--- config.mk ---
export PLATFORM = sky130hd
export DESIGN_NAME = kmp_pattern_matcher
export DESIGN_NICKNAME = d
export VERILOG_FILES = /design/src/hdl/kmp_pkg.sv /design/src/hdl/kmp_pattern_matcher.sv /design/src/hdl/kmp_cfg_regs.sv /design/src/hdl/kmp_cell.sv
export SDC_FILE = /design/constraint.sdc
export NUM_CORES = 1
export LEC_CHECK = 0
export ABC_AREA = 1
export CAP_MARGIN = 20
export CORE_MARGIN = 5
export CORE_UTILIZATION = 40
export CTS_CLUSTER_DIAMETER = 100
export DETAILED_ROUTE_END_ITERATION = 7
export DONT_BUFFER_PORTS = 1
export GPL_TIMING_DRIVEN = 1
export PLACE_DENSITY = 0.6
export SLEW_MARGIN = 20
export SYNTH_ARGS = -nofsm -noshare
export SYNTH_HDL_FRONTEND = slang
export SYNTH_SLANG_ARGS = --single-unit
export TNS_END_PERCENT = 1
--- constraint.sdc ---
create_clock -name clk -period 6.1 [get_ports clk]
set_input_delay 1.22 -clock clk [delete_from_list [all_inputs] [get_ports clk]]
set_output_delay 1.22 -clock clk [all_outputs]
set_load 0.05 [all_outputs]
--- src/hdl/kmp_pkg.sv ---
// ============================================================================
// kmp_pkg: shared types and constants of the pattern matcher
// Sizes of the pattern store and the position counter, register index codes
// and the control bundle that drives the row of match cells.
// ============================================================================
package kmp_pkg;

    // Longest pattern the cell row can hold (1 to 32).
    localparam int PATTERN_MAX   = 32;
    // Width of the text position counter (16 to 64).
    localparam int POSITION_BITS = 32;

    localparam int BYTE_BITS     = 8;
    localparam int WORD_BITS     = 64;
    localparam int PATTERN_WORDS = 4;
    localparam int WORD_BYTES    = WORD_BITS / BYTE_BITS;
    localparam int LENGTH_BITS   = 6;
    localparam int INDEX_BITS    = 3;
    localparam int MATCH_BITS    = 32;

    // Effective length (1 to PATTERN_MAX) and a cell index.
    localparam int PLEN_BITS     = $clog2(PATTERN_MAX + 1);
    localparam int CELL_BITS     = (PATTERN_MAX > 1) ? $clog2(PATTERN_MAX) : 1;
    // Width in which a match start is formed before clamping to 32 bits.
    localparam int START_BITS    = (POSITION_BITS > MATCH_BITS) ? POSITION_BITS
                                                                : MATCH_BITS;

    typedef enum logic [INDEX_BITS-1:0] {
        REG_PATTERN_LENGTH = 3'd0,
        REG_PATTERN_WORD_0 = 3'd1,
        REG_PATTERN_WORD_1 = 3'd2,
        REG_PATTERN_WORD_2 = 3'd3,
        REG_PATTERN_WORD_3 = 3'd4
    } cfg_reg_t;

    typedef logic [PATTERN_MAX-1:0][BYTE_BITS-1:0] pattern_t;

    // advance: a text byte is transferred; flush: all partial matches drop.
    typedef struct packed {
        logic advance;
        logic flush;
    } cell_ctrl_t;

endpackage

--- src/hdl/kmp_pattern_matcher.sv ---
// ============================================================================
// kmp_pattern_matcher: exact byte-pattern search over a text stream
// Reports the start position of every occurrence of a configured pattern of
// up to 32 bytes, overlapping occurrences included.
// ============================================================================
//
//  Channel  Direction  Handshake                Payload
//  -------  ---------  -----------------------  ----------------------------
//  text     in         text_valid/text_stall    text_byte, end_of_text
//  match    out        match_valid/match_stall  match_start
//  cfg      in         cfg_valid/cfg_ready      cfg_index, cfg_data
//
//  One text byte is taken every cycle while text_stall is low. A match
//  completed by a byte appears in the output register in the cycle after
//  that byte's transfer: the cell row decides the match combinationally
//  in the cycle of the transfer, and only the output register follows.
//  Reset needs no clearing pass: the row and the counter clear at once, and
//  the pattern comes up as one zero byte. text_stall is high only while a
//  result waits in the output register and match_stall holds it there.
//
// The search is the shift form of the failure-table matcher: cell k holds
// whether the text read so far ends in the first k+1 pattern bytes. Each
// transfer moves every flag one cell on, kept only where the cell's pattern
// byte equals the new text byte, so the row tracks every live partial match
// at once and reports exactly the occurrences the fallback scheme finds.
// The cell at the current pattern length signals a full match. An end of
// text, or a write to a known register, clears the row and the position.
// ============================================================================
module kmp_pattern_matcher
(
    input  logic                                 clk,
    input  logic                                 rst_n,
    input  logic                                 text_valid,
    output logic                                 text_stall,
    input  logic [7:0]                           text_byte,
    input  logic                                 end_of_text,
    output logic                                 match_valid,
    input  logic                                 match_stall,
    output logic [31:0]                          match_start,
    input  logic                                 cfg_valid,
    output logic                                 cfg_ready,
    input  logic [kmp_pkg::INDEX_BITS-1:0]       cfg_index,
    input  logic [kmp_pkg::WORD_BITS-1:0]        cfg_data
);

    localparam logic [kmp_pkg::POSITION_BITS-1:0] POS_MAX = '1;
    localparam logic [kmp_pkg::START_BITS-1:0] START_LIMIT =
        kmp_pkg::START_BITS'({kmp_pkg::MATCH_BITS{1'b1}});

    logic                                reload;
    logic [kmp_pkg::PLEN_BITS-1:0]       plen;
    kmp_pkg::pattern_t                   pattern;
    kmp_pkg::cell_ctrl_t                 ctrl;
    logic                                text_accept;
    logic [kmp_pkg::PATTERN_MAX-1:0]     hit;
    logic [kmp_pkg::PATTERN_MAX-1:0]     flag;
    logic [kmp_pkg::CELL_BITS-1:0]       last_cell;
    logic                                full_match;

    logic [kmp_pkg::POSITION_BITS-1:0]   pos_reg;
    logic [kmp_pkg::POSITION_BITS-1:0]   pos_next;
    logic [kmp_pkg::POSITION_BITS-1:0]   pos_inc;
    logic [kmp_pkg::START_BITS-1:0]      start_wide;
    logic                                match_valid_reg;
    logic                                match_valid_next;
    logic [31:0]                         match_start_reg;
    logic [31:0]                         match_start_next;

    // The configuration registers take every write in the cycle it is offered.
    assign cfg_ready = 1'b1;

    kmp_cfg_regs u_cfg_regs
    (
        .clk       (clk),
        .rst_n     (rst_n),
        .cfg_valid (cfg_valid),
        .cfg_index (cfg_index),
        .cfg_data  (cfg_data),
        .reload    (reload),
        .plen      (plen),
        .pattern   (pattern)
    );

    // A byte may enter unless a result is held back by the consumer, since
    // the byte might complete another match.
    assign text_stall  = match_valid_reg && match_stall;
    assign text_accept = text_valid && !text_stall;

    // The end-of-text byte is still matched; the flush wins in the flags only.
    // The bundle is advance followed by flush.
    assign ctrl = {text_accept, reload || (text_accept && end_of_text)};

    for (genvar k = 0; k < kmp_pkg::PATTERN_MAX; k++)
    begin : g_cell
        logic prev_flag;
        if (k == 0)
        begin : g_first
            // The empty prefix always matches.
            assign prev_flag = 1'b1;
        end
        else
        begin : g_rest
            assign prev_flag = flag[k-1];
        end

        kmp_cell u_cell
        (
            .clk       (clk),
            .rst_n     (rst_n),
            .ctrl      (ctrl),
            .pat_byte  (pattern[k]),
            .text_byte (text_byte),
            .prev_flag (prev_flag),
            .hit       (hit[k]),
            .flag      (flag[k])
        );
    end

    assign last_cell  = kmp_pkg::CELL_BITS'(plen - kmp_pkg::PLEN_BITS'(1));
    assign full_match = hit[last_cell];

    // Position after this byte, saturating at the counter's maximum; the
    // match began that many bytes back, less the pattern length.
    assign pos_inc    = (pos_reg == POS_MAX) ? pos_reg
                                             : pos_reg + kmp_pkg::POSITION_BITS'(1);
    assign start_wide = kmp_pkg::START_BITS'(pos_inc) - kmp_pkg::START_BITS'(plen);

    always_comb
    begin
        pos_next = pos_reg;
        if (reload)
        begin
            pos_next = '0;
        end
        else if (text_accept)
        begin
            pos_next = end_of_text ? '0 : pos_inc;
        end
    end

    always_comb
    begin
        match_valid_next = match_valid_reg;
        match_start_next = match_start_reg;
        if (text_accept && full_match)
        begin
            match_valid_next = 1'b1;
            match_start_next = (start_wide > START_LIMIT) ? '1 : start_wide[31:0];
        end
        else if (!match_stall)
        begin
            match_valid_next = 1'b0;
        end
    end

    always_ff @(posedge clk or negedge rst_n)
    begin
        if (!rst_n)
        begin
            pos_reg         <= '0;
            match_valid_reg <= 1'b0;
        end
        else
        begin
            pos_reg         <= pos_next;
            match_valid_reg <= match_valid_next;
        end
    end

    always_ff @(posedge clk)
    begin
        match_start_reg <= match_start_next;
    end

    assign match_valid = match_valid_reg;
    assign match_start = match_start_reg;

    // A known register write starts the search afresh.
    a_reload_clears: assert property (@(posedge clk) disable iff (!rst_n)
        reload |=> (pos_reg == '0) && (flag == '0))
        else $error("position or cell row not cleared after a register write");

    // The last byte of a text leaves no partial match behind.
    a_end_clears: assert property (@(posedge clk) disable iff (!rst_n)
        (text_accept && end_of_text && !reload) |=> (pos_reg == '0) && (flag == '0))
        else $error("state not cleared after end of text");

    // A new result only follows a byte transfer that completed a match.
    a_result_cause: assert property (@(posedge clk) disable iff (!rst_n)
        $rose(match_valid) |-> $past(text_accept && full_match))
        else $error("result appeared without a completing byte");

    // Text is only held back by a waiting result.
    a_stall_cause: assert property (@(posedge clk) disable iff (!rst_n)
        text_stall |-> (match_valid && match_stall))
        else $error("text stalled without a waiting result");

endmodule

--- src/hdl/kmp_cfg_regs.sv ---
// ============================================================================
// kmp_cfg_regs: configuration registers of the pattern matcher
// Holds the packed pattern words and the clamped pattern length, and flags
// every write to a known register so that matching restarts.
// ============================================================================
module kmp_cfg_regs
(
    input  logic                                  clk,
    input  logic                                  rst_n,
    input  logic                                  cfg_valid,
    input  logic [kmp_pkg::INDEX_BITS-1:0]        cfg_index,
    input  logic [kmp_pkg::WORD_BITS-1:0]         cfg_data,
    output logic                                  reload,
    output logic [kmp_pkg::PLEN_BITS-1:0]         plen,
    output kmp_pkg::pattern_t                     pattern
);

    logic [kmp_pkg::PLEN_BITS-1:0] plen_reg;
    logic [kmp_pkg::PLEN_BITS-1:0] plen_next;
    logic [kmp_pkg::PATTERN_WORDS-1:0][kmp_pkg::WORD_BITS-1:0] word_reg;
    logic [kmp_pkg::PATTERN_WORDS-1:0][kmp_pkg::WORD_BITS-1:0] word_next;
    logic [kmp_pkg::LENGTH_BITS-1:0] length_raw;

    assign length_raw = cfg_data[kmp_pkg::LENGTH_BITS-1:0];

    always_comb
    begin
        plen_next = plen_reg;
        word_next = word_reg;
        reload    = 1'b0;
        if (cfg_valid)
        begin
            case (kmp_pkg::cfg_reg_t'(cfg_index))
                kmp_pkg::REG_PATTERN_LENGTH:
                begin
                    reload = 1'b1;
                    // A zero length acts as one, an overlong one as the maximum.
                    if (length_raw == '0)
                    begin
                        plen_next = kmp_pkg::PLEN_BITS'(1);
                    end
                    else if (length_raw > kmp_pkg::LENGTH_BITS'(kmp_pkg::PATTERN_MAX))
                    begin
                        plen_next = kmp_pkg::PLEN_BITS'(kmp_pkg::PATTERN_MAX);
                    end
                    else
                    begin
                        plen_next = kmp_pkg::PLEN_BITS'(length_raw);
                    end
                end
                kmp_pkg::REG_PATTERN_WORD_0:
                begin
                    reload       = 1'b1;
                    word_next[0] = cfg_data;
                end
                kmp_pkg::REG_PATTERN_WORD_1:
                begin
                    reload       = 1'b1;
                    word_next[1] = cfg_data;
                end
                kmp_pkg::REG_PATTERN_WORD_2:
                begin
                    reload       = 1'b1;
                    word_next[2] = cfg_data;
                end
                kmp_pkg::REG_PATTERN_WORD_3:
                begin
                    reload       = 1'b1;
                    word_next[3] = cfg_data;
                end
                default:
                begin
                    reload = 1'b0;
                end
            endcase
        end
    end

    always_ff @(posedge clk or negedge rst_n)
    begin
        if (!rst_n)
        begin
            plen_reg <= kmp_pkg::PLEN_BITS'(1);
            word_reg <= '0;
        end
        else
        begin
            plen_reg <= plen_next;
            word_reg <= word_next;
        end
    end

    assign plen = plen_reg;

    for (genvar k = 0; k < kmp_pkg::PATTERN_MAX; k++)
    begin : g_byte
        assign pattern[k] = word_reg[k / kmp_pkg::WORD_BYTES]
                                    [(k % kmp_pkg::WORD_BYTES) * kmp_pkg::BYTE_BITS +:
                                     kmp_pkg::BYTE_BITS];
    end

endmodule

--- src/hdl/kmp_cell.sv ---
// ============================================================================
// kmp_cell: one position of the match row
// Remembers whether the text so far ends in the pattern prefix that finishes
// at this cell's byte, and hands that flag on to the next cell.
// ============================================================================
module kmp_cell
(
    input  logic                               clk,
    input  logic                               rst_n,
    input  kmp_pkg::cell_ctrl_t                ctrl,
    input  logic [kmp_pkg::BYTE_BITS-1:0]      pat_byte,
    input  logic [kmp_pkg::BYTE_BITS-1:0]      text_byte,
    input  logic                               prev_flag,
    output logic                               hit,
    output logic                               flag
);

    logic flag_reg;
    logic flag_next;

    // The prefix one shorter held in the neighbour, extended by this byte.
    assign hit = prev_flag && (pat_byte == text_byte);

    always_comb
    begin
        flag_next = flag_reg;
        if (ctrl.flush)
        begin
            flag_next = 1'b0;
        end
        else if (ctrl.advance)
        begin
            flag_next = hit;
        end
    end

    always_ff @(posedge clk or negedge rst_n)
    begin
        if (!rst_n)
        begin
            flag_reg <= 1'b0;
        end
        else
        begin
            flag_reg <= flag_next;
        end
    end

    assign flag = flag_reg;

endmodule
; ---- Word-level counts from Yosys, hierarchy flattened
; Cells that the tools add are included.
[word_totals]
reg_bits = 358
inputBits = 81
output_inout_bits = 35
[classes]
addsub = 3
n_lt_le_gt_ge = 3
eq_ne = 38
mux = 74
reduce_logical = 47
[ops]
columns = cell, count
row1 = $eq A8 B8 Y1, 32
row2 = $mux W32, 4
row3 = $mux W1, 67
row4 = $logic_and A1 B1 Y1, 35
row5 = $add A32 B1 Y32 const B, 1
row6 = $eq A32 B32 Y1 const B, 1
row7 = $gt A32 B32 Y1 const B, 1
row8 = $sub A32 B6 Y32, 1
row9 = $mux W6, 2
row10 = $reduce_and A2 Y1, 5
row11 = $eq A3 B2 Y1 const B, 2
row12 = $gt A6 B6 Y1 const B, 1
row13 = $logic_not A6 Y1, 1
row14 = $lt A5 B6 Y1 const B, 1
row15 = $bmux W1 S5, 1
row16 = $reduce_or A5 Y1, 1
row17 = $sub A5 B1 Y5 const B, 1
row18 = $reduce_bool A2 Y1, 2
row19 = $eq A3 B1 Y1 const B, 1
row20 = $eq A3 B3 Y1 const B, 1
row21 = $logic_not A3 Y1, 1
row22 = $ne A2 B1 Y1 const B, 1
row23 = $logic_not A1 Y1, 1
row24 = $logic_or A1 B1 Y1, 1

; ---- Longest topological paths before layout
[logic_depth]
word_depth = 6
depth_mapped = 24
ltp_nobuf = 23

; ---- Cells and area by module
; A second synthesis with hierarchy kept.
[unflattened]
cells_unflattened = 3152
area_unflattened_um2 = 22001.1
[by_module_without_submodules]
columns = module, instances, cells_each, area_each_um2, seq_area_each_um2
row1 = kmp_cfg_regs, 1, 995, 9719.3, 6557.5
row2 = kmp_cell, 32, 46, 230.2, 25.0
row3 = kmp_pattern_matcher, 1, 685, 4914.7, 1786.7

; ---- Worst setup path before layout
; OpenSTA, ideal clock, no wires.
[synth_timing]
path_type = reg-to-reg
start = reg pos_reg[0] (netlist bit)
end = reg match_start_reg[24], in the netlist match_start[24] (data pin)
arrival_time_ns = 3.509
setup_slack_ns = 2.333
path_stages_with_launch = 24
path_buffers = 2
period_less_slack_ns = 3.767
path_cell_list = dfrtp_1 > ha_1 > nand3_1 > inv_2 > nand2_2 > nor2_4 > nand3_4 > buf_6 > buf_2 > xor2_1 > ha_1 > inv_1 > fa_1 > nand3_1 > nand2_1 > a21oi_1 > o21ai_0 > nor2_1 > nand2_1 > nor2_1 > nand2_1 > nor2_2 > nand2_1 > xor2_1
[synth_via]
elab_chain_len = 4
word_cells_on_any_way = 5
cone_classes = add/sub: 2 / order compare: 1 / eq/ne: 1 / mux: 1
[synth_lines]
columns = element, line
row1 = "start, declared", kmp_pattern_matcher.sv:60  ; logic [kmp_pkg::POSITION_BITS-1:0] pos_reg;
row2 = "start signal, assigned", kmp_pattern_matcher.sv:165  ; pos_reg <= pos_next;
row3 = $add A32 B1 Y32 or $eq A32 B32 Y1 (tied branches), "kmp_pattern_matcher.sv:125, kmp_pattern_matcher.sv:124"
row4 = $mux W32 *, kmp_pattern_matcher.sv:124  ; assign pos_inc = (pos_reg == POS_MAX) ? pos_reg
row5 = $sub A32 B6 Y32 *, kmp_pattern_matcher.sv:126  ; assign start_wide = kmp_pkg::START_BITS'(pos_inc) - kmp_pkg::START_BITS'(plen);
row6 = named net start_wide (one bit), kmp_pattern_matcher.sv:63  ; logic [kmp_pkg::START_BITS-1:0] start_wide;
row7 = $gt A32 B32 Y1, kmp_pattern_matcher.sv:148  ; match_start_next = (start_wide > START_LIMIT) ? '1 : start_wide[31:0];
row8 = "end signal, assigned", kmp_pattern_matcher.sv:172  ; match_start_reg <= match_start_next;
row9 = "end, declared", kmp_pattern_matcher.sv:66  ; logic [31:0] match_start_reg;
; Mark *: on every way through the listed nets, which the timed path passes. The rest lies on a longest branch.
; A chain may end at the register's enable or synchronous reset.

; ---- Worst setup path in the final report
; Same ends and word-level chain as after synthesis.

==> impl_metrics.tcl <==
set metrics [dict create \
    fmax_mhz 215.6 \
    htreeDepth 2 \
    clock_skew_ns 0.01934 \
    outcome "completed" \
    grt_pass1_wl_um 90900 \
    drive_gt1_share_pct 4.456 \
    globalRoute.busiestLayer "met2" \
    tns_ns 0 \
    power.leakage_nw 10.25 \
    vias 16390 \
    synthFlopType "dfrtp_1" \
    clk_latency_ns 0.58 \
    synth_area_um2 19400 \
    critPathCaptureType "register" \
    rows 80 \
    cp.arrival_ns 4.96 \
    syn_inst 2633 \
    cts_hold_buf 0 \
    yosys-top-cells-area "dfrtp_1 (42%), nand2_1 (16%), o21ai_0 (7.9%), inv_1 (6.8%), edfxtp_1 (5.0%)" \
    hold_class "in -> async" \
    cts_sinks 358 \
    cts_tree "built" \
    detail-route-antenna-nets 0 \
    root_buffer "clkbuf_16" \
    worstSetupStartpointType "register" \
    synth_commonest_cells "nand2_1 (824), inv_1 (349), dfrtp_1 (325)" \
    grt_use_total_pct 21.49 \
    post_cts_resized 0 \
    maxSlewHeadroom_pct 40.66 \
    avgRoutedWirePerCell_um 17.83 \
    synth.yosys.seq_area_share_pct 47.01 \
    peakVddDrop_mv 0.2378 \
    yosysTopAreaCellShare_pct 41.92 \
    antenna_found_initial 1 \
    yosysUniqueCellTypes 41 \
    synthArstFlopShare_pct 91.06 \
    drtIter0Drc 1310 \
    first_global_vias 16160 \
    ioPinCount 116 \
    synth.most_common_cell "nand2_1" \
    grt_max_degree 327 \
    firstDrtPassIters 8 \
    synth_edf_count 32 \
    period_share_pct 76.03 \
    ys_ff_latch 358 \
    worst-path-max-fanout 41 \
    use_met3_pct 4.108 \
    grt_use_met1_pct 29.14 \
    final_cell_count_no_fill 3218 \
    drt-total-wl_um 57380 \
    die_x_um 230.2 \
    die_h_um 230.2 \
    final_hold_viol_count 0 \
    clkTransAtPathRegs_ns 0.06 \
    slew_violations 0 \
    largest_register_ffs 256 \
    cts_buffers 42 \
    setup_viol 0 \
    gr-total-overflow 0 \
    synthesis.yosys.warnings 0 \
    worstSetupPathType "reg -> reg" \
    fin_crit_ns 4.638 \
    dp_hpwl_um 38560 \
    fin_nets 2660 \
    drc 0 \
    cp_data_required_time_ns 6.42 \
    core_area_um2 47850 \
    cts_buffer_depth 3 \
    via_per_inst 5.093 \
    use_met2_pct 35.02 \
    postCtsSetupRepairBufs 0 \
    rsz0062_at_grt "false" \
    port_buffers 0 \
    synth_top_area_cell "dfrtp_1" \
    initial_utilization_pct 40.55 \
    synth_nets 2723 \
    synthToLayoutAreaGrowth_pct 9.171 \
    worstMarginPinSlew_ns 0.8868 \
    gp_congestion 0.9235 \
    die_area_um2 53000 \
    p_per_area_nw_per_um2 323.9 \
    synth_area_per_cell_um2 7.368 \
    cap_viol_max_count 0 \
    dp.cells 3141 \
    num_antenna_cells 0 \
]
-- layer usage --
metal,part of all wire [%],vias up
li1,-,8126
met1,45,7733
met2,46,431
met3,6.4,98
met4,3.0,2
met5,0.028,-
-- final timing paths --
| path | end | cells after the start | startpoint | slack (ns) |
|---|---|---|---|---|
| setup reg to reg | match_start[24] | 21 | pos_reg[0] | 1.46 |
| max in group asynchronous | u_cfg_regs.pattern[228] | 0 | rst_n | 5.15 |
| setup / recovery | match_start[24] | 21 | pos_reg[0] | 1.46 |
| min in group clk | u_cfg_regs.pattern[152] | 2 | u_cfg_regs.pattern[152] | 0.49 |
| hold reg to reg | u_cfg_regs.pattern[152] | 2 | u_cfg_regs.pattern[152] | 0.49 |
| hold / removal | u_cfg_regs.pattern[200] | 0 | rst_n | 0.35 |
-- power breakdown --
group	total, mW	switching, mW	internal [mW]
logic	1.18	0.747	0.430
clock network	2.46	1.03	1.43
registers	3.22	0.396	2.83
total	6.86	2.18	4.68
-- cells in the final DEF (no fill, tap or decap), types with 2 or more instances in the layout --
| master | netlist | final |
|---|---|---|
| nand3_4 | 1 | 3 |
| o22ai_1 | 56 | 56 |
| a21oi_1 | 43 | 43 |
| clkbuf_16 | 0 | 43 |
| xnor2_1 | 34 | 34 |
| nand3_1 | 156 | 154 |
| nand2_2 | 5 | 7 |
| nand4_1 | 9 | 9 |
| nor2_4 | 5 | 6 |
| clkbuf_1 | 96 | 16 |
| or2_2 | 2 | 2 |
| nand2_1 | 824 | 821 |
| nor2_2 | 11 | 11 |
| dfrtp_1 | 325 | 325 |
| inv_1 | 349 | 349 |
| xor2_1 | 77 | 77 |
| clkbuf_8 | 0 | 10 |
| o21bai_1 | 2 | 2 |
| clkinv_1 | 5 | 5 |
| inv_6 | 0 | 2 |
| nor4_1 | 2 | 2 |
| edfxtp_1 | 32 | 32 |
| nor3_1 | 26 | 26 |
| xor2_2 | 2 | 2 |
| ha_1 | 8 | 8 |
| o21ai_0 | 308 | 308 |
| nor3_2 | 2 | 2 |
| nor2_1 | 199 | 198 |
| nand3b_1 | 3 | 3 |
| inv_2 | 4 | 4 |
| o21ai_1 | 2 | 2 |
| clkinv_2 | 0 | 4 |
| o21a_1 | 12 | 12 |
| buf_4 | 1 | 13 |
-- through the flow --
step                hold WS [ns]  total power, mW  setup WS [ns]  area (um^2)  utilization [%]
floorplan                 0.4530            4.104          2.333        19400                -
global placement          0.4666            4.402          1.609        19840            41.47
detailed placement        0.4737            4.437          1.498        19840            41.47
CTS                       0.3457            6.916          1.501        21180            44.27
global route              0.3297            7.240          1.048        21180            44.27
finish                    0.3519            6.859          1.462        21180            44.27
-- critical path, cell delays in order, from the launching register on --
cell	delay, ns
dfrtp_1	0.42
ha_1	0.30
nand3_1	0.17
inv_2	0.11
nand2_2	0.09
nor2_4	0.18
nand3_4	0.40
xor2_1	0.36
ha_1	0.19
inv_1	0.06
fa_1	0.40
nand3_1	0.10
nand2_1	0.08
a21oi_1	0.13
o21ai_0	0.14
nor2_1	0.15
nand2_1	0.10
nor2_1	0.42
nand2_1	0.21
nor2_2	0.16
nand2_1	0.08
xor2_1	0.14
-- final cells by class --
cell class | count | area, um^2
fill | 4838 | 26670
inverter | 358 | 1344
tap | 615 | 769.5
clock buffer | 69 | 1274
clock inverter | 8 | 61.31
multi-input combinational | 1796 | 8493
sequential | 358 | 9120
timing repair buffer | 14 | 117.6
-- cell families (layout without fill, tap and decap cells) --
| logic type | Yosys count | after routing | synth area share (%) |
|---|---|---|---|
| compound gates | 425 | 425 | 11.54 |
| xor+xnor | 113 | 113 | 5.179 |
| fa+ha+maj | 9 | 9 | 0.6192 |
| buf+inv | 479 | 449 | 9.442 |
| flops | 358 | 358 | 47.01 |
| other cells | 1 | 1 | 0.01933 |
| simple gates | 1248 | 1248 | 26.19 |
(Power assumes the default switching activity.)
